$ cat config.mk
export PLATFORM = sky130hd
export DESIGN_NAME = voxel_spiral_index_generator
export DESIGN_NICKNAME = d
export VERILOG_FILES = /design/src/sv/vsig_pkg.sv /design/src/sv/vsig_datapath.sv /design/src/sv/vsig_controller.sv /design/src/sv/voxel_spiral_index_generator.sv
export SDC_FILE = /design/constraint.sdc
export NUM_CORES = 1
export LEC_CHECK = 0
export BUFFER_PORTS_ARGS = -buffer_cell sky130_fd_sc_hd__buf_2
export CORE_MARGIN = 3
export CORE_UTILIZATION = 48
export CTS_CLUSTER_DIAMETER = 80
export DETAILED_ROUTE_END_ITERATION = 16
export PLACE_DENSITY = 0.7
export SETUP_SLACK_MARGIN = 0.02
export SLEW_MARGIN = 20
export SYNTH_ARGS = -nofsm -noshare
export SYNTH_HDL_FRONTEND = slang
export SYNTH_SLANG_ARGS = --single-unit
$ cat constraint.sdc
create_clock -name clk -period 7.6 [get_ports clk]
set_input_delay 1.14 -clock clk [delete_from_list [all_inputs] [get_ports clk]]
set_output_delay 1.14 -clock clk [all_outputs]
set_load 0.1 [all_outputs]
$ cat src/sv/vsig_pkg.sv
// ----------------------------------------------------------------------------
// vsig_pkg
// Shared types and constants of the voxel spiral index generator.
// ----------------------------------------------------------------------------
package vsig_pkg;

  localparam int SIZE_W    = 9;   // config register width
  localparam int CTR_W     = 8;   // shell / plane counters, centers
  localparam int CUR_W     = 10;  // signed ring cursor
  localparam int SW_W      = 11;  // signed working width for coordinates
  localparam int IDX_W     = 24;  // output index width
  localparam int CFG_IDX_W = 2;

  localparam logic [SIZE_W-1:0] SIZE_RESET = 9'd16;

  localparam logic [CFG_IDX_W-1:0] REG_SIZE_X = 2'd0;
  localparam logic [CFG_IDX_W-1:0] REG_SIZE_Y = 2'd1;
  localparam logic [CFG_IDX_W-1:0] REG_SIZE_Z = 2'd2;

  typedef enum logic [2:0] {
    ST_IDLE,
    ST_STEP,
    ST_MUL1,
    ST_MUL2,
    ST_RESULT
  } vsig_state_t;

  typedef struct packed {
    logic accept;    // request taken this cycle
    logic step;      // evaluate and advance one walk position
    logic mul1;      // z*sy + y
    logic mul2;      // (..)*sx + x
    logic load_out;  // copy result into output register
  } vsig_cmd_t;

  typedef struct packed {
    logic exh;  // walk has no positions left
    logic hit;  // current position lies in the volume
  } vsig_status_t;

endpackage

$ cat src/sv/vsig_datapath.sv
// ----------------------------------------------------------------------------
// vsig_datapath
// Size registers, walk state, position test, ring stepping and index multiply.
// ----------------------------------------------------------------------------
module vsig_datapath #(
  parameter int MAX_SIZE = 256
) (
  input  logic                             clk,
  input  logic                             rst,
  input  logic                             cfg_write,
  input  logic [vsig_pkg::CFG_IDX_W-1:0]   cfg_index,
  input  logic [vsig_pkg::SIZE_W-1:0]      cfg_data,
  input  logic                             restart,
  input  vsig_pkg::vsig_cmd_t              cmd,
  output vsig_pkg::vsig_status_t           status,
  output logic [vsig_pkg::IDX_W-1:0]       voxel_index,
  output logic                             exhausted
);

  localparam logic [10:0] MAX_SIZE_W = 11'(MAX_SIZE);

  // configuration
  logic [vsig_pkg::SIZE_W-1:0] size_x, size_y, size_z;
  logic [vsig_pkg::SIZE_W-1:0] sx, sy, sz;
  logic [vsig_pkg::CTR_W-1:0]  cx, cy, cz, maxs, r;

  // walk state
  logic [vsig_pkg::CTR_W-1:0] shell_number, shell_number_next;
  logic [vsig_pkg::CTR_W-1:0] plane_step, plane_step_next;
  logic                       plane_below, plane_below_next;
  logic [2:0]                 ring_side, ring_side_next;
  logic [vsig_pkg::CUR_W-1:0] cursor_x, cursor_x_next;
  logic [vsig_pkg::CUR_W-1:0] cursor_y, cursor_y_next;
  logic                       walk_done, walk_done_next;

  // position test
  logic signed [vsig_pkg::SW_W-1:0] rs, z_s, x_s, y_s, cur_x_w, cur_y_w;
  logic zero_size, plane_ok, in_xy, exh;

  // next-plane and ring stepping
  logic [vsig_pkg::CTR_W-1:0] np_shell, np_step;
  logic                       np_below;
  logic                       use_np;
  logic [2:0]                 adv_side;
  logic signed [vsig_pkg::SW_W-1:0] adv_x, adv_y;

  // index pipeline
  logic [vsig_pkg::SIZE_W-1:0] z_cap, y_cap, x_cap;
  logic [17:0]                 prod1;
  logic [26:0]                 prod2;
  logic [vsig_pkg::IDX_W-1:0]  res_idx;
  logic                        res_exh;

  always_ff @(posedge clk) begin
    if (rst) begin
      size_x <= vsig_pkg::SIZE_RESET;
      size_y <= vsig_pkg::SIZE_RESET;
      size_z <= vsig_pkg::SIZE_RESET;
    end else if (cfg_write) begin
      case (cfg_index)
        vsig_pkg::REG_SIZE_X: size_x <= cfg_data;
        vsig_pkg::REG_SIZE_Y: size_y <= cfg_data;
        vsig_pkg::REG_SIZE_Z: size_z <= cfg_data;
        default: ;
      endcase
    end
  end

  // clamp to MAX_SIZE; clamped value is below the register value so it fits
  assign sx = ({2'b0, size_x} > MAX_SIZE_W) ? MAX_SIZE_W[8:0] : size_x;
  assign sy = ({2'b0, size_y} > MAX_SIZE_W) ? MAX_SIZE_W[8:0] : size_y;
  assign sz = ({2'b0, size_z} > MAX_SIZE_W) ? MAX_SIZE_W[8:0] : size_z;
  assign cx = sx[8:1];
  assign cy = sy[8:1];
  assign cz = sz[8:1];

  always_comb begin
    maxs = cx;
    if (cy > maxs) maxs = cy;
    if (cz > maxs) maxs = cz;
  end

  assign zero_size = (sx == '0) || (sy == '0) || (sz == '0);
  assign r         = shell_number - plane_step;
  assign rs        = $signed({3'b0, r});
  assign cur_x_w   = $signed({cursor_x[vsig_pkg::CUR_W-1], cursor_x});
  assign cur_y_w   = $signed({cursor_y[vsig_pkg::CUR_W-1], cursor_y});

  assign z_s = plane_below ? ($signed({3'b0, cz}) - $signed({3'b0, plane_step}))
                           : ($signed({3'b0, cz}) + $signed({3'b0, plane_step}));
  assign x_s = $signed({3'b0, cx}) + cur_x_w;
  assign y_s = $signed({3'b0, cy}) + cur_y_w;

  assign plane_ok = !z_s[vsig_pkg::SW_W-1] && (z_s < $signed({2'b0, sz})) &&
                    ((({2'b0, cx} + {2'b0, r}) < {1'b0, sx}) || (cx >= r) ||
                     (({2'b0, cy} + {2'b0, r}) < {1'b0, sy}) || (cy >= r));
  assign in_xy = !x_s[vsig_pkg::SW_W-1] && (x_s < $signed({2'b0, sx})) &&
                 !y_s[vsig_pkg::SW_W-1] && (y_s < $signed({2'b0, sy}));

  assign exh        = walk_done || zero_size || (shell_number >= maxs);
  assign status.exh = exh;
  assign status.hit = !exh && plane_ok && in_xy;

  // successor plane in shell order
  always_comb begin
    np_shell = shell_number;
    np_step  = plane_step;
    np_below = 1'b0;
    if (plane_step == '0) begin
      if (shell_number != '0) np_step = 8'd1;
      else np_shell = shell_number + 8'd1;
    end else if (!plane_below) begin
      np_below = 1'b1;
    end else if (plane_step < shell_number) begin
      np_step = plane_step + 8'd1;
    end else begin
      np_shell = shell_number + 8'd1;
      np_step  = '0;
    end
  end

  // one step along the ring of radius r
  always_comb begin
    use_np   = 1'b0;
    adv_side = ring_side;
    adv_x    = cur_x_w;
    adv_y    = cur_y_w;
    if (r == '0) begin
      use_np = 1'b1;
    end else begin
      case (ring_side)
        3'd0: begin
          if (cur_y_w < rs) adv_y = cur_y_w + 11'sd1;
          else begin
            adv_side = 3'd1;
            adv_x    = rs - 11'sd1;
          end
        end
        3'd1: begin
          if (cur_x_w > -rs) adv_x = cur_x_w - 11'sd1;
          else begin
            adv_side = 3'd2;
            adv_y    = rs - 11'sd1;
          end
        end
        3'd2: begin
          if (cur_y_w > -rs) adv_y = cur_y_w - 11'sd1;
          else begin
            adv_side = 3'd3;
            adv_x    = -rs + 11'sd1;
          end
        end
        3'd3: begin
          if (cur_x_w < rs) adv_x = cur_x_w + 11'sd1;
          else if (r >= 8'd2) begin
            adv_side = 3'd4;
            adv_y    = -rs + 11'sd1;
          end else use_np = 1'b1;
        end
        default: begin
          if (cur_y_w < -11'sd1) adv_y = cur_y_w + 11'sd1;
          else use_np = 1'b1;
        end
      endcase
    end
  end

  always_comb begin
    shell_number_next = shell_number;
    plane_step_next   = plane_step;
    plane_below_next  = plane_below;
    ring_side_next    = ring_side;
    cursor_x_next     = cursor_x;
    cursor_y_next     = cursor_y;
    walk_done_next    = walk_done;
    if (cmd.accept && restart) begin
      shell_number_next = '0;
      plane_step_next   = '0;
      plane_below_next  = 1'b0;
      ring_side_next    = '0;
      cursor_x_next     = '0;
      cursor_y_next     = '0;
      walk_done_next    = 1'b0;
    end else if (cmd.step && !walk_done) begin
      if (exh) begin
        walk_done_next = 1'b1;
      end else if (!plane_ok || use_np) begin
        shell_number_next = np_shell;
        plane_step_next   = np_step;
        plane_below_next  = np_below;
        ring_side_next    = '0;
        cursor_x_next     = {2'b0, np_shell - np_step};
        cursor_y_next     = '0;
      end else begin
        ring_side_next = adv_side;
        cursor_x_next  = adv_x[vsig_pkg::CUR_W-1:0];
        cursor_y_next  = adv_y[vsig_pkg::CUR_W-1:0];
      end
    end
  end

  always_ff @(posedge clk) begin
    if (rst) begin
      shell_number <= '0;
      plane_step   <= '0;
      plane_below  <= 1'b0;
      ring_side    <= '0;
      cursor_x     <= '0;
      cursor_y     <= '0;
      walk_done    <= 1'b0;
    end else begin
      shell_number <= shell_number_next;
      plane_step   <= plane_step_next;
      plane_below  <= plane_below_next;
      ring_side    <= ring_side_next;
      cursor_x     <= cursor_x_next;
      cursor_y     <= cursor_y_next;
      walk_done    <= walk_done_next;
    end
  end

  // index: (z*sy + y)*sx + x, one multiply per stage
  always_ff @(posedge clk) begin
    if (cmd.step && status.hit) begin
      z_cap   <= z_s[vsig_pkg::SIZE_W-1:0];
      y_cap   <= y_s[vsig_pkg::SIZE_W-1:0];
      x_cap   <= x_s[vsig_pkg::SIZE_W-1:0];
      res_exh <= 1'b0;
    end else if (cmd.step && exh) begin
      res_idx <= '0;
      res_exh <= 1'b1;
    end
    if (cmd.mul1) prod1 <= ({9'b0, z_cap} * {9'b0, sy}) + {9'b0, y_cap};
    if (cmd.mul2) res_idx <= prod2[vsig_pkg::IDX_W-1:0];
    if (cmd.load_out) begin
      voxel_index <= res_idx;
      exhausted   <= res_exh;
    end
  end

  assign prod2 = ({9'b0, prod1} * {18'b0, sx}) + {18'b0, x_cap};

endmodule

$ cat src/sv/vsig_controller.sv
// ----------------------------------------------------------------------------
// vsig_controller
// Sequencer for one request: walk steps, two multiply stages, result hand-off.
// ----------------------------------------------------------------------------
module vsig_controller (
  input  logic                   clk,
  input  logic                   rst,
  input  logic                   in_valid,
  output logic                   in_ready,
  output logic                   out_valid,
  input  logic                   out_ready,
  input  vsig_pkg::vsig_status_t status,
  output vsig_pkg::vsig_cmd_t    cmd
);

  vsig_pkg::vsig_state_t state, state_next;
  logic                  out_valid_next;

  always_ff @(posedge clk) begin
    if (rst) begin
      state     <= vsig_pkg::ST_IDLE;
      out_valid <= 1'b0;
    end else begin
      state     <= state_next;
      out_valid <= out_valid_next;
    end
  end

  always_comb begin
    state_next = state;
    unique case (state)
      vsig_pkg::ST_IDLE:   if (in_valid) state_next = vsig_pkg::ST_STEP;
      vsig_pkg::ST_STEP: begin
        if (status.exh) state_next = vsig_pkg::ST_RESULT;
        else if (status.hit) state_next = vsig_pkg::ST_MUL1;
      end
      vsig_pkg::ST_MUL1:   state_next = vsig_pkg::ST_MUL2;
      vsig_pkg::ST_MUL2:   state_next = vsig_pkg::ST_RESULT;
      vsig_pkg::ST_RESULT: if (!out_valid || out_ready) state_next = vsig_pkg::ST_IDLE;
      default:             state_next = vsig_pkg::ST_IDLE;
    endcase
  end

  always_comb begin
    in_ready     = (state == vsig_pkg::ST_IDLE);
    cmd.accept   = (state == vsig_pkg::ST_IDLE) && in_valid;
    cmd.step     = (state == vsig_pkg::ST_STEP);
    cmd.mul1     = (state == vsig_pkg::ST_MUL1);
    cmd.mul2     = (state == vsig_pkg::ST_MUL2);
    cmd.load_out = (state == vsig_pkg::ST_RESULT) && (!out_valid || out_ready);
    if (cmd.load_out) out_valid_next = 1'b1;
    else if (out_ready) out_valid_next = 1'b0;
    else out_valid_next = out_valid;
  end

endmodule

$ cat src/sv/voxel_spiral_index_generator.sv
// Flow: a request passes STEP, MUL1, MUL2 and RESULT before out_valid rises for an
//   in-volume hit (only STEP and RESULT when exhausted); STEP repeats for each clipped
//   position or skipped plane walked over. Requests are taken one at a time, only in
//   IDLE; RESULT waits while an earlier result is still held unaccepted at the port.
// Reset: rst (synchronous, active high) restores sizes to 16 and puts the walk
//   at the center; no output is valid until the first request completes.
// ----------------------------------------------------------------------------
// voxel_spiral_index_generator
// Emits linear voxel indices z*sx*sy + y*sx + x in shells around the volume
// center, one per request, or an exhausted flag once the walk is spent.
// ----------------------------------------------------------------------------
module voxel_spiral_index_generator #(
  parameter int MAX_SIZE = 256  // extents above this are clamped to it
) (
  input  logic                           clk,
  input  logic                           rst,
  // configuration write port
  input  logic                           cfg_write,
  input  logic [vsig_pkg::CFG_IDX_W-1:0] cfg_index,
  input  logic [vsig_pkg::SIZE_W-1:0]    cfg_data,
  // request channel
  input  logic                           in_valid,
  output logic                           in_ready,
  input  logic                           restart,
  // result channel
  output logic                           out_valid,
  input  logic                           out_ready,
  output logic [vsig_pkg::IDX_W-1:0]     voxel_index,
  output logic                           exhausted
);

  // Controller walks the request through: accept -> STEP (repeats while the
  // cursor sits outside the volume) -> MUL1 -> MUL2 -> RESULT. An exhausted
  // walk goes straight from STEP to RESULT with index zero.
  // The output register is separate from the walk, so a finished result can
  // sit at the port while the next request is accepted and walked.
  vsig_pkg::vsig_cmd_t    cmd;
  vsig_pkg::vsig_status_t status;

  vsig_controller u_ctrl (
    .clk       (clk),
    .rst       (rst),
    .in_valid  (in_valid),
    .in_ready  (in_ready),
    .out_valid (out_valid),
    .out_ready (out_ready),
    .status    (status),
    .cmd       (cmd)
  );

  // Datapath holds the size registers, the shell/plane/ring walk state, the
  // in-volume test and the index multiply pipeline.
  vsig_datapath #(
    .MAX_SIZE (MAX_SIZE)
  ) u_dp (
    .clk         (clk),
    .rst         (rst),
    .cfg_write   (cfg_write),
    .cfg_index   (cfg_index),
    .cfg_data    (cfg_data),
    .restart     (restart),
    .cmd         (cmd),
    .status      (status),
    .voxel_index (voxel_index),
    .exhausted   (exhausted)
  );

endmodule

# Word-level counts from Yosys, hierarchy flattened
# Index checks and enable logic that the tools add are counted.
[classes]
add_sub_neg = 19
multipliers = 2
magnitude_cmp = 20
n_eq_ne = 23
mux = 55
bitwise_logic = 1
reduce_logical = 54
[ops]
columns = ["op", "n"]
rows = [
  ["2-to-1 mux 10 bit", 14],
  ["2-to-1 mux 8 bit", 10],
  ["case mux 10 bit (4 select lines)", 2],
  ["2-to-1 mux 24 bit", 3],
  ["less-than comparator 10 x 9 -> 1 bit", 4],
  ["less-than comparator 11 x 10 -> 1 bit", 3],
  ["2-to-1 mux 3 bit", 11],
  ["adder 10 x 2 -> 10 bit, second input constant", 3],
  ["adder 8 x 8 -> 9 bit", 3],
  ["> comparator 9 bit, second input constant", 3],
  ["zero test 9 bit", 3],
  ["2-to-1 mux 9 bit", 3],
  ["adder 24 x 9 -> 24 bit", 1],
  ["greater-or-equal comparator 8 bit", 3],
  ["multiplier 18 x 9 -> 24 bit", 1],
  ["adder 9 x 10 -> 11 bit", 2],
  ["> comparator 10 x 11 -> 1 bit", 2],
  ["subtractor 10 x 2 -> 10 bit, second input constant", 2],
  ["adder 18 x 9 -> 18 bit", 1],
  ["multiplier 9 x 9 -> 18 bit", 1],
  ["AND reduction 9 bit", 2],
  ["adder 8 x 1 -> 8 bit, second input constant", 2],
  ["> comparator 8 bit", 2],
  ["zero test 8 bit", 2],
  ["other kinds (35)", 91],
]
[word_totals]
regBits = 167
in_bits = 17
out_inout_bits = 27
elab_cells = 194

# Depth between registers and ports, before layout
# Gate-level depths: netlist (run 1).
[depth]
word_depth = 14
depth_mapped = 34
depth_no_buf = 30

# Cells and area by module
# A second synthesis (run 1) with hierarchy kept.
[unflattened]
hier_cells = 2361
area_unflattened_um2 = 21207.8
[modules_own_cells]
columns = ["mod", "n_inst", "cells_per_inst", "area_each_um2", "seq_area_each_um2"]
rows = [
  ["vsig_datapath", 1, 2335, 20971.4, 4204.0],
  ["vsig_controller", 1, 26, 236.5, 80.1],
]

# Least setup slack after synthesis (run 1)
# Ideal clock, no wire load.
[synth_path]
path_type = "register to register"
start = "register u_dp.size_x[8] (netlist bit)"
end = "register u_dp.x_cap[0] (netlist bit) (enable)"
arrival_ps = 7228
required_ps = 7189
setup_slack_ps = -38
stages_incl_launch_ff = 33
path_buffers = 2
period_less_slack_ps = 7638
path_cell_list = "dfxtp_1 -> clkbuf_1 -> nor2b_1 -> clkbuf_1 -> inv_1 -> ha_1 -> nor2b_1 -> o21a_1 -> o21ai_0 -> nand2b_1 -> a21oi_1 -> o21ai_0 -> o21ai_1 -> mux2i_1 -> ha_1 -> nor2b_1 -> o21a_1 -> o21ai_0 -> nand2b_1 -> a21oi_1 -> o21ai_0 -> o21ai_1 -> mux2_2 -> ha_1 -> nand2b_1 -> a21o_1 -> a21o_1 -> a211o_1 -> a21oi_1 -> o211ai_1 -> nor3_1 -> nand3_1 -> nor2_1"
[synth_via]
elab_chain_cells = 12
elab_cells_between_ends = 29
cone_classes = "add/sub (2); order compare (7); mux (3); reduce/logical (17)"
[synth_rtl]
columns = ["element", "line_no", "text"]
rows = [
  ["from (decl)", "vsig_datapath.sv:23", "logic [vsig_pkg::SIZE_W-1:0] size_x, size_y, size_z;"],
  ["from (signal assigned)", "vsig_datapath.sv:56", "size_x <= vsig_pkg::SIZE_RESET;"],
  ["from (signal assigned)", "vsig_datapath.sv:61", "vsig_pkg::REG_SIZE_X: size_x <= cfg_data;"],
  ["> comparator 9 bit", "vsig_datapath.sv:70", "assign sx = ({2'b0, size_x} > MAX_SIZE_W) ? MAX_SIZE_W[8:0] : size_x;"],
  ["2-to-1 mux 9 bit (*)", "vsig_datapath.sv:70", ""],
  ["> comparator 8 bit", "vsig_datapath.sv:79", "if (cy > maxs) maxs = cy;"],
  ["2-to-1 mux 8 bit", "vsig_datapath.sv:79", ""],
  ["> comparator 8 bit", "vsig_datapath.sv:80", "if (cz > maxs) maxs = cz;"],
  ["2-to-1 mux 8 bit", "vsig_datapath.sv:80", ""],
  ["greater-or-equal comparator 8 bit", "vsig_datapath.sv:100", "assign exh = walk_done || zero_size || (shell_number >= maxs);"],
  ["logical OR 1 bit", "vsig_datapath.sv:100", ""],
  ["zero test 1 bit", "vsig_datapath.sv:102", "assign status.hit = !exh && plane_ok && in_xy;"],
  ["logical AND 1 bit", "vsig_datapath.sv:102", ""],
  ["logical AND 1 bit (*)", "vsig_datapath.sv:102", ""],
  ["logical AND 1 bit (*)", "vsig_datapath.sv:224", "if (cmd.step && status.hit) begin"],
  ["to (signal assigned)", "vsig_datapath.sv:227", "x_cap <= x_s[vsig_pkg::SIZE_W-1:0];"],
  ["to (decl)", "vsig_datapath.sv:48", "logic [vsig_pkg::SIZE_W-1:0] z_cap, y_cap, x_cap;"],
]
# Mark *: on every way between the ends. The rest lies on a longest branch, timed or not.
# A chain may end at the register's enable or synchronous reset.

# Worst setup path after layout (run 1)
[layout_path]
start = "register u_dp.size_x[8] (netlist bit)"
end = "register u_dp.y_cap[7] (netlist bit) (enable)"
[layout_via]
elab_chain_cells = 12
elab_cells_between_ends = 29
cone_classes = "add/sub (2); order compare (7); mux (3); reduce/logical (17)"
[layout_rtl]
columns = ["element", "line_no", "text"]
rows = [
  ["> comparator 9 bit", "vsig_datapath.sv:70", ""],
  ["2-to-1 mux 9 bit (*)", "vsig_datapath.sv:70", ""],
  ["> comparator 8 bit", "vsig_datapath.sv:79", ""],
  ["2-to-1 mux 8 bit", "vsig_datapath.sv:79", ""],
  ["> comparator 8 bit", "vsig_datapath.sv:80", ""],
  ["2-to-1 mux 8 bit", "vsig_datapath.sv:80", ""],
  ["greater-or-equal comparator 8 bit", "vsig_datapath.sv:100", ""],
  ["logical OR 1 bit", "vsig_datapath.sv:100", ""],
  ["zero test 1 bit", "vsig_datapath.sv:102", ""],
  ["logical AND 1 bit", "vsig_datapath.sv:102", ""],
  ["logical AND 1 bit (*)", "vsig_datapath.sv:102", ""],
  ["logical AND 1 bit (*)", "vsig_datapath.sv:224", ""],
  ["to (signal assigned)", "vsig_datapath.sv:226", "y_cap <= y_s[vsig_pkg::SIZE_W-1:0];"],
  ["to (decl)", "vsig_datapath.sv:48", ""],
]
# Marked as above.

==> flow_metrics.env, run 1 <==
export IMPL_worst_ir_drop_vdd_v=0.000604
export IMPL_antenna_found_initial=0
export IMPL_final_nets=2854
export IMPL_critPathLaunch="u_dp.size_x[8]$_SDFFE_PP0P_"
export IMPL_wl_met1_mm=23.5
export IMPL_seqCellArea_um2=4290
export IMPL_drive_above_1_share_pct=6.49
export IMPL_drt_wl_total_mm=56.5
export IMPL_hold_violations=0
export IMPL_cts_tree="yes"
export IMPL_cp_depth=32
export IMPL_p_per_area_nw_per_um2=383
export IMPL_initialDrtViolationCount=1389
export IMPL_rsz0062_at_grt="no"
export IMPL_critical_path_class="flip-flop to flip-flop"
export IMPL_syn_inst=2338
export IMPL_dr_wl_met2_mm=27.6
export IMPL_cts_made_buffers=17
export IMPL_dp_hpwl_mm=44.8
export IMPL_maxUsedRoutingLayer="met4"
export IMPL_async_flop_share_pct=0
export IMPL_vias=17000
export IMPL_yosysWarningCount=0
export IMPL_synth_ff_latch_count=167
export IMPL_cts_sinks=167
export IMPL_syn2layout_area_growth_pct=6.87
export IMPL_clock_latency_ns=0.47
export IMPL_holdBufCountCts=0
export IMPL_ff2ff_path_depth=32
export IMPL_clk_pin_slew_ns=0.08
export IMPL_first_pass_iters=6
export IMPL_slew_viol_final=0
export IMPL_die_w_um=215
export IMPL_clockBufferDepth=2
export IMPL_fmax_ghz=0.145
export IMPL_syn_num_nets=2848
export IMPL_path_delay_family="compound AO/OA/AOI/OAI gates"
export IMPL_synthFlopType="edfxtp_1"
export IMPL_grt_pass1_vias=17500
export IMPL_synth_area_um2=21000
export IMPL_post_route_util_pct=52.1
export IMPL_hp_start="u_dp.res_idx[20]$_SDFFCE_PN0P_"
export IMPL_reg2reg_from="u_dp.size_x[8]$_SDFFE_PP0P_"
export IMPL_start_util_pct=48.8
export IMPL_drv_cap=0
export IMPL_stdcell_count=2942
export IMPL_reg2reg_to="u_dp.y_cap[7]$_DFFE_PP_"
export IMPL_wl_per_cell_um=19.2
export IMPL_power_mw=8.61
export IMPL_required_ns=7.72
export IMPL_portBuffers=43
export IMPL_setup_viol=0
export IMPL_path_max_fanout=27
export IMPL_dp_cells=2909
export IMPL_slew_headroom_pct=24.4
export IMPL_synth_edff_count=94
export IMPL_yosysSeqAreaShare_pct=20.4
export IMPL_skew_ns=0.0177
export IMPL_grt_pass1_wl_mm=91.0
export IMPL_die_h_um=215
export IMPL_cts_max_level=4
export IMPL_gp_congestion=0.978
export IMPL_dieArea_um2=46400
export IMPL_start_kind="flip-flop"
export IMPL_period_share_pct=90.9
export IMPL_max_stage_delay_ns=0.52
export IMPL_pin_count=44
export IMPL_std_cell_rows=76
export IMPL_ys_types=89
export IMPL_cp_common_cell="o21ai_0"
export IMPL_worst_path_max_delay_cell="dfxtp_2"
export IMPL_p_leak_nw=10.4
export IMPL_min_period_ns=6.91
export IMPL_r2r_slack_ns=0.69
export IMPL_core_area_um2=43200
export IMPL_worstPathArrival_ns=7.03
export IMPL_fillers=3998
export IMPL_grt_max_degree=33
export IMPL_cp_end_kind="flip-flop"
export IMPL_multi_input_area_um2=15400
export IMPL_path_buf_inv=3
export IMPL_cts_root_buffer="clkbuf_16"
export IMPL_drc=0
export IMPL_syn_area_per_cell_um2=9.00
export IMPL_timing_setup_tns_ns=0
export IMPL_worstSetupEndpoint="u_dp.y_cap[7]$_DFFE_PP_"
export IMPL_met3_length_mm=3.05
export IMPL_worst_pin_slew_ns=1.12
export IMPL_vias_per_cell=5.79
export IMPL_hold_path_class="flip-flop to flip-flop"
export IMPL_track_usage_pct=24.6
export IMPL_diodes=0
export IMPL_ant_nets=0
export IMPL_status="finished clean"
export IMPL_overflow=0
==> what timing repair did <==
item	4_1_cts	5_1_grt
endpoints found under the setup margin	0	56
buffers inserted	0	1
hold endpoints to repair	0	0
gates resized for setup	0	2
==> worst min path at each step <==
stage,to,slack (ns),cells past startpoint
floorplan,u_dp.voxel_index[0]$_DFFE_PP_,0.40,0
CTS,u_dp.voxel_index[11]$_DFFE_PP_,0.42,0
detailed placement,u_dp.voxel_index[11]$_DFFE_PP_,0.40,0
finish,u_dp.voxel_index[20]$_DFFE_PP_,0.42,0
global route,u_dp.voxel_index[9]$_DFFE_PP_,0.43,0
global placement,u_dp.voxel_index[18]$_DFFE_PP_,0.40,0
==> cells in the final DEF, fill, tap and decap left out, drive strengths merged, types with 7 or more instances in the layout <==
cell type	netlist	final
a2111oi	7	7
inv	269	275
dfxtp	73	73
and3	15	15
nand3	43	43
mux2	11	11
xor2	38	38
ha	312	312
nor4	11	11
a31oi	15	15
or2	10	10
nor3	49	49
buf	32	70
o211ai	16	16
a211o	13	13
and2	76	76
nor2b	38	38
a211oi	25	25
fa	181	181
o21ai	84	84
a21o	33	33
xnor2	76	76
o21a	23	23
nand2	260	260
o21bai	15	15
nand4	21	21
nand2b	21	21
edfxtp	94	94
o2111ai	7	7
a21oi	109	109
o31ai	8	8
or3	13	13
nor2	163	163
clkbuf	51	17
clkinv	5	12
mux2i	44	44
or4	7	7
==> cell usage after synthesis (all sizes together) (25+ instances only) <==
cell type / count / area, um^2
nand2: 260 / 978
nand3: 43 / 215
ha: 312 / 3900
inv: 269 / 1010
xnor2: 76 / 688
mux2i: 44 / 440
xor2: 38 / 359
nor2: 163 / 614
dfxtp: 73 / 1460
clkbuf: 51 / 191
edfxtp: 94 / 2820
a21oi: 109 / 557
a211oi: 25 / 198
a21o: 33 / 248
and2: 76 / 475
buf: 32 / 133
nor2b: 38 / 238
fa: 181 / 3620
nor3: 49 / 250
o21ai: 84 / 424
==> cells by family (layout without fill, tap and decap cells) <==
group	count (synthesis)	after routing	share of synthesized area (%)
DFF	167	167	20.4
buffers and inverters	357	376	6.43
and+or+nand+nor	737	737	16.6
xor gates and xnor gates	115	115	5.08
muxes	55	55	2.68
adders and majority gates	493	493	35.8
AOI/OAI and AO/OA	414	414	13.1
==> layout make-up <==
class	instances	area share, %
inverter	274	4.57
clock buffer	17	1.89
clock inverter	15	0.773
timing repair buffer	70	1.86
sequential	167	19.1
tap	585	3.25
multi-input combinational	1814	68.6
==> sequential cells by signal, summed over array words and instances (netlist names), 9 cells and up <==
signal            cells
u_dp.voxel_index     24
u_dp.size_y           9
u_dp.size_z           9
u_dp.y_cap            9
u_dp.x_cap            9
u_dp.cursor_x        10
u_dp.res_idx         24
u_dp.prod1           18
u_dp.cursor_y        10
u_dp.z_cap            9
u_dp.size_x           9
==> layer usage <==
metal / up-vias / track usage (%)
li1: 8004 / -
met1: 8310 / 30.5
met2: 579 / 42.9
met3: 138 / 3.41
met4: 0 / 10.5
met5: - / 0
==> report_power, final <==
part	internal, mW	switching (mW)
Combinational	2.42	4.00
Clock	0.442	0.447
Sequential	1.13	0.179
==> per-stage QoR <==
stage	hold slack, ns	cell area, um^2	worst slack, ns
after floorplan	0.400	21100	0.389
after global placement	0.402	21900	0.589
after detailed placement	0.405	21900	0.439
after CTS	0.423	22500	0.441
after global routing	0.429	22500	0.130
final	0.416	22500	0.691
Power figures use the tool's default switching activity.
==> inputs of run 2 (changes only) <==
Settings changed: ABC_AREA from default to 1.
==> run 2 against run 1 <==
Effect of this change:
- first-iteration DRC count grew 3.7%
- cell count rose by 14%
- synthesized cell count rose by 17%
- via count is 8.9% higher
- critical path depth decreased by 2
- critical path type unchanged
- largest cell class unchanged
==> flow_metrics.env, run 2 <==
export IMPL_status="finished clean"
export IMPL_pin_count=44
export IMPL_synth_simple_area_share_pct=19.6
export IMPL_top_regs="u_dp.res_idx (24), u_dp.voxel_index (24), u_dp.prod1 (18)"
export IMPL_initialDrtViolationCount=1440
export IMPL_first_pass_iters=6
export IMPL_cts_made_buffers=17
export IMPL_cts_sinks=167
export IMPL_cts_max_level=4
export IMPL_yosysSeqAreaShare_pct=20.2
export IMPL_whs_ns=0.418
export IMPL_final_cell_mix="520 x nand2_1, 439 x inv_1, 312 x ha_1"
export IMPL_syn_inst=2725
export IMPL_drc=0
export IMPL_post_place_ws_ns=0.496
export IMPL_diodes=0
export IMPL_dieArea_um2=46800
export IMPL_worst_path_max_delay_cell="o21ai_1"
export IMPL_yosysWarningCount=0
export IMPL_drt_wl_total_mm=58.3
export IMPL_post_route_util_pct=52.5
export IMPL_synthMuxAreaShare_pct=0
export IMPL_syn_num_nets=3235
export IMPL_dp_hpwl_mm=47.1
export IMPL_synth_ff_latch_count=167
export IMPL_clock_latency_ns=0.50
export IMPL_synthAdderAreaFrac_pct=35.4
export IMPL_start_util_pct=48.9
export IMPL_worstHoldPathCells=0
export IMPL_grt_pass1_wl_mm=93.8
export IMPL_track_usage_pct=25.3
export IMPL_synth_compound_area_share_pct=12.3
export IMPL_synth_xor_area_share_pct=3.30
export IMPL_ys_types=52
export IMPL_yosysTopAreaCell="ha_1"
export IMPL_min_period_ns=6.76
export IMPL_die_w_um=216
export IMPL_synth_top_area_share_pct=18.4
export IMPL_hold_violations=0
export IMPL_fin_ws_ns=0.841
export IMPL_worst_pin_slew_ns=1.18
export IMPL_synth_top_family_by_area="adder cells"
export IMPL_synthFlopType="edfxtp_1"
export IMPL_antenna_found_initial=0
export IMPL_period_share_pct=88.9
export IMPL_gp_congestion=0.981
export IMPL_syn_area_per_cell_um2=7.80
export IMPL_overflow=0
export IMPL_rsz0062_at_grt="no"
export IMPL_required_ns=7.80
export IMPL_drv_cap=0
export IMPL_synth_edff_count=94
export IMPL_start_kind="flip-flop"
export IMPL_vias=18600
export IMPL_synth_most_common_cell="nand2_1"
export IMPL_die_h_um=216
export IMPL_max_stage_delay_ns=0.49
export IMPL_slew_viol_final=0
export IMPL_drive_above_1_share_pct=5.20
export IMPL_synth_common_cells="520 x nand2_1, 440 x inv_1, 312 x ha_1"
export IMPL_syn2layout_area_growth_pct=7.30
export IMPL_path_max_fanout=22
export IMPL_skew_ns=0.0159
export IMPL_setup_viol=0
export IMPL_cts_setup_buffers=0
export IMPL_final_nets=3267
export IMPL_grt_pass1_vias=18100
export IMPL_slew_headroom_pct=20.9
export IMPL_fmax_ghz=0.148
export IMPL_ant_nets=0
export IMPL_vias_per_cell=5.53
export IMPL_core_area_um2=43500
export IMPL_cp_end_kind="flip-flop"
export IMPL_portBuffers=43
export IMPL_critical_path_class="flip-flop to flip-flop"
export IMPL_ff2ff_path_depth=30
export IMPL_final_common_cell="nand2_1"
export IMPL_std_cell_rows=76
export IMPL_async_flop_share_pct=0
export IMPL_wl_per_cell_um=17.4
export IMPL_clk_pin_slew_ns=0.08
export IMPL_timing_setup_tns_ns=0
export IMPL_worstPathArrival_ns=6.96
export IMPL_synth_top_cells_by_area="ha_1 18%, fa_1 17%, edfxtp_1 13%"
export IMPL_hold_path_class="flip-flop to flip-flop"
export IMPL_synth_area_um2=21300
export IMPL_cts_tree="yes"
export IMPL_cts_root_buffer="clkbuf_16"
export IMPL_clockBufferDepth=2
export IMPL_grt_max_degree=39
==> run 2: layer usage <==
layer	global-route usage, %	wire length, um	vias up
met4	7.86	1280	0
met1	34.7	25900	8857
met5	0	0	-
li1	-	-	8961
met3	3.53	3760	86
met2	41.9	27300	649
==> run 2: cell type report <==
type	instances	area [um^2]
clock inverter	15	185
clock buffer	17	425
tap	585	732
inverter	458	1720
fill	4114	20600
multi-input combinational	2044	15000
timing repair buffer	69	423
sequential	167	4280
==> run 2: repair_timing <==
action / 4_1_cts / 5_1_grt
hold endpoints to repair: 0 / 0
resized for setup: 0 / 2
hold buffers: 0 / 0
setup endpoints to repair: 0 / 38
==> run 2: final timing paths <==
| kind | startpoint | to | slack [ns] |
|---|---|---|---|
| setup / recovery | u_dp.size_x[1]$_SDFFE_PP0P_ | u_dp.z_cap[8]$_DFFE_PP_ | 0.84 |
| hold / removal | u_dp.res_idx[13]$_SDFFCE_PN0P_ | u_dp.voxel_index[13]$_DFFE_PP_ | 0.42 |
| setup reg to reg | u_dp.size_x[1]$_SDFFE_PP0P_ | u_dp.z_cap[8]$_DFFE_PP_ | 0.84 |
| hold reg to reg | u_dp.res_idx[13]$_SDFFCE_PN0P_ | u_dp.voxel_index[13]$_DFFE_PP_ | 0.42 |
==> run 2: critical path: cells and delay by family (launching register included) <==
kind,cells,cell delay [ns]
AO/OA/AOI/OAI,12,2.53
AND/OR/NAND/NOR,12,2.00
adder cells (fa/ha/maj),3,1.03
buffers and inverters,3,0.51
flip-flops,1,0.35
==> run 2: through the flow <==
| stage | instances | instance area (um^2) |
|---|---|---|
| after floorplan | 2725 | 21300 |
| after global placement | 3323 | 22200 |
| after detailed placement | 3323 | 22200 |
| after CTS | 3355 | 22800 |
| after global routing | 3355 | 22800 |
| final | 3355 | 22800 |
==> run 2: cell families (layout without fill, tap and decap cells) <==
logic type / after synthesis / after routing
flip-flops: 167 / 167
adder cells (fa/ha/maj): 493 / 493
buffers and inverters: 514 / 559
AO/OA/AOI/OAI: 469 / 469
AND/OR/NAND/NOR: 1002 / 1002
XOR/XNOR: 80 / 80
Power of run 2 is left out: the tool's default activity adds up to more than one toggle a clock period on the data nets, which glitch-free logic cannot reach.
==> inputs of run 3 (changes only) <==
Settings changed: CORE_UTILIZATION 48 to 40, PLACE_DENSITY 0.7 to 0.61, SLEW_MARGIN 20 to default.
==> run 3 against run 2 <==
Effect of this change:
- design area is 0.24% higher
- critical endpoint is now u_dp.plane_step[2]$_SDFFE_PP0P_
- sequential share of layout area hardly changed
- via count is 0.82% lower
- clock skew is 0.0042 ns higher
- highest routed layer unchanged
- non-clock buffer count is 1 lower
==> flow_metrics.env, run 3 (synthesis results as in run 2) <==
export IMPL_status="finished clean"
export IMPL_hp_start="u_dp.res_idx[9]$_SDFFCE_PN0P_"
export IMPL_final_nets=3266
export IMPL_path_max_fanout=18
export IMPL_portBuffers=43
export IMPL_pin_count=44
export IMPL_fmax_ghz=0.151
export IMPL_slew_viol_final=0
export IMPL_required_ns=8.02
export IMPL_initialDrtViolationCount=1302
export IMPL_period_share_pct=87.2
export IMPL_setup_viol=0
export IMPL_r2r_slack_ns=0.97
export IMPL_worst_path_max_delay_cell="clkinv_1"
export IMPL_cts_root_buffer="clkbuf_16"
export IMPL_die_h_um=237
export IMPL_dpl_instance_area_um2=22300
export IMPL_die_w_um=237
export IMPL_clk_pin_slew_ns=0.07
export IMPL_cp_end_kind="flip-flop"
export IMPL_dp_hpwl_mm=48.7
export IMPL_ff2ff_path_depth=30
export IMPL_start_kind="flip-flop"
export IMPL_drc=0
export IMPL_final_cell_mix="520 x nand2_1, 440 x inv_1, 312 x ha_1"
export IMPL_hold_path_class="flip-flop to flip-flop"
export IMPL_max_stage_delay_ns=0.52
export IMPL_gp_congestion=0.917
export IMPL_std_cell_rows=83
export IMPL_worst_pin_slew_ns=1.20
export IMPL_clockBufferDepth=2
export IMPL_syn2layout_area_growth_pct=7.56
export IMPL_wl_per_cell_um=17.3
export IMPL_first_pass_iters=6
export IMPL_final_area_um2=22900
export IMPL_grt_max_degree=39
export IMPL_hold_violations=0
export IMPL_track_usage_pct=21.8
export IMPL_fillers=5227
export IMPL_skew_ns=0.0202
export IMPL_holdBufCountCts=0
export IMPL_grt_pass1_wl_mm=96.8
export IMPL_vias=18400
export IMPL_dp_cells=3417
export IMPL_min_period_ns=6.63
export IMPL_cts_made_buffers=17
export IMPL_critical_path_class="flip-flop to flip-flop"
export IMPL_worstHoldPathCells=0
export IMPL_final_common_cell="nand2_1"
export IMPL_timing_setup_tns_ns=0
export IMPL_cts_max_level=4
export IMPL_overflow=0
export IMPL_ant_nets=0
export IMPL_clock_latency_ns=0.51
export IMPL_diodes=0
export IMPL_rsz0062_at_grt="no"
export IMPL_post_cts_resized=0
export IMPL_cts_sinks=167
export IMPL_drive_above_1_share_pct=5.13
export IMPL_drv_cap=0
export IMPL_top_regs="u_dp.res_idx (24), u_dp.voxel_index (24), u_dp.prod1 (18)"
export IMPL_start_util_pct=40.9
export IMPL_cp_common_cell="nand2_1"
export IMPL_grt_pass1_vias=18100
export IMPL_drt_wl_total_mm=59.8
export IMPL_seqCellArea_um2=4280
export IMPL_stdcell_count=3449
export IMPL_worstPathArrival_ns=7.05
export IMPL_multi_input_area_um2=15000
export IMPL_reg2reg_from="u_dp.size_y[8]$_SDFFE_PP0P_"
export IMPL_antenna_found_initial=0
export IMPL_hold_path_end="u_dp.voxel_index[9]$_DFFE_PP_"
export IMPL_vias_per_cell=5.33
export IMPL_core_area_um2=51900
export IMPL_cts_tree="yes"
export IMPL_cts_setup_buffers=0
export IMPL_slew_headroom_pct=19.6
export IMPL_reg2reg_to="u_dp.plane_step[2]$_SDFFE_PP0P_"
export IMPL_dieArea_um2=55900
==> run 3: layout make-up <==
class / instances / area share [%]
multi-input combinational: 2044 / 65.7
sequential: 167 / 18.7
inverter: 458 / 7.53
tap: 680 / 3.72
clock buffer: 17 / 1.86
timing repair buffer: 68 / 1.76
clock inverter: 15 / 0.673
==> run 3: routing by layer <==
metal	share of wire [%]	global-route usage (%)
met1	45	29.5
met2	47	36.2
met3	6.4	4.02
met4	1.5	5.06
met5	0	0
==> run 3: per-stage QoR <==
step                      setup slack (ns)  util [%]  hold slack (ns)
final                                0.970      44.0            0.418
after global routing                 0.152      44.0            0.424
after CTS                            0.939      44.0            0.421
after detailed placement             0.972      42.9            0.405
after global placement                1.16      42.9            0.404
after floorplan                       1.09         -            0.400
==> run 3: worst max-delay path by stage <==
stage | startpoint | endpoint | slack (ns) | depth (start not counted)
after floorplan | u_dp.size_x[8]$_SDFFE_PP0P_ | u_dp.x_cap[0]$_DFFE_PP_ | 1.09 | 32
after global placement | u_dp.size_y[8]$_SDFFE_PP0P_ | u_dp.plane_step[3]$_SDFFE_PP0P_ | 1.16 | 31
after detailed placement | u_dp.size_y[8]$_SDFFE_PP0P_ | u_dp.plane_step[6]$_SDFFE_PP0P_ | 0.97 | 30
after CTS | u_dp.size_y[8]$_SDFFE_PP0P_ | u_dp.plane_step[4]$_SDFFE_PP0P_ | 0.94 | 30
after global routing | u_dp.size_x[0]$_SDFFE_PP0P_ | u_dp.plane_step[1]$_SDFFE_PP0P_ | 0.15 | 33
final | u_dp.size_y[8]$_SDFFE_PP0P_ | u_dp.plane_step[2]$_SDFFE_PP0P_ | 0.97 | 30
==> run 3: worst max-delay path, delay by kind of cell, from the launching register on <==
kind,cells,cell delay (ns)
adders and majority gates,3,1.14
buffers and inverters,4,1.21
DFF,1,0.34
and+or+nand+nor,9,1.49
AOI/OAI and AO/OA,14,2.34
Power of run 3 is left out for the same reason.
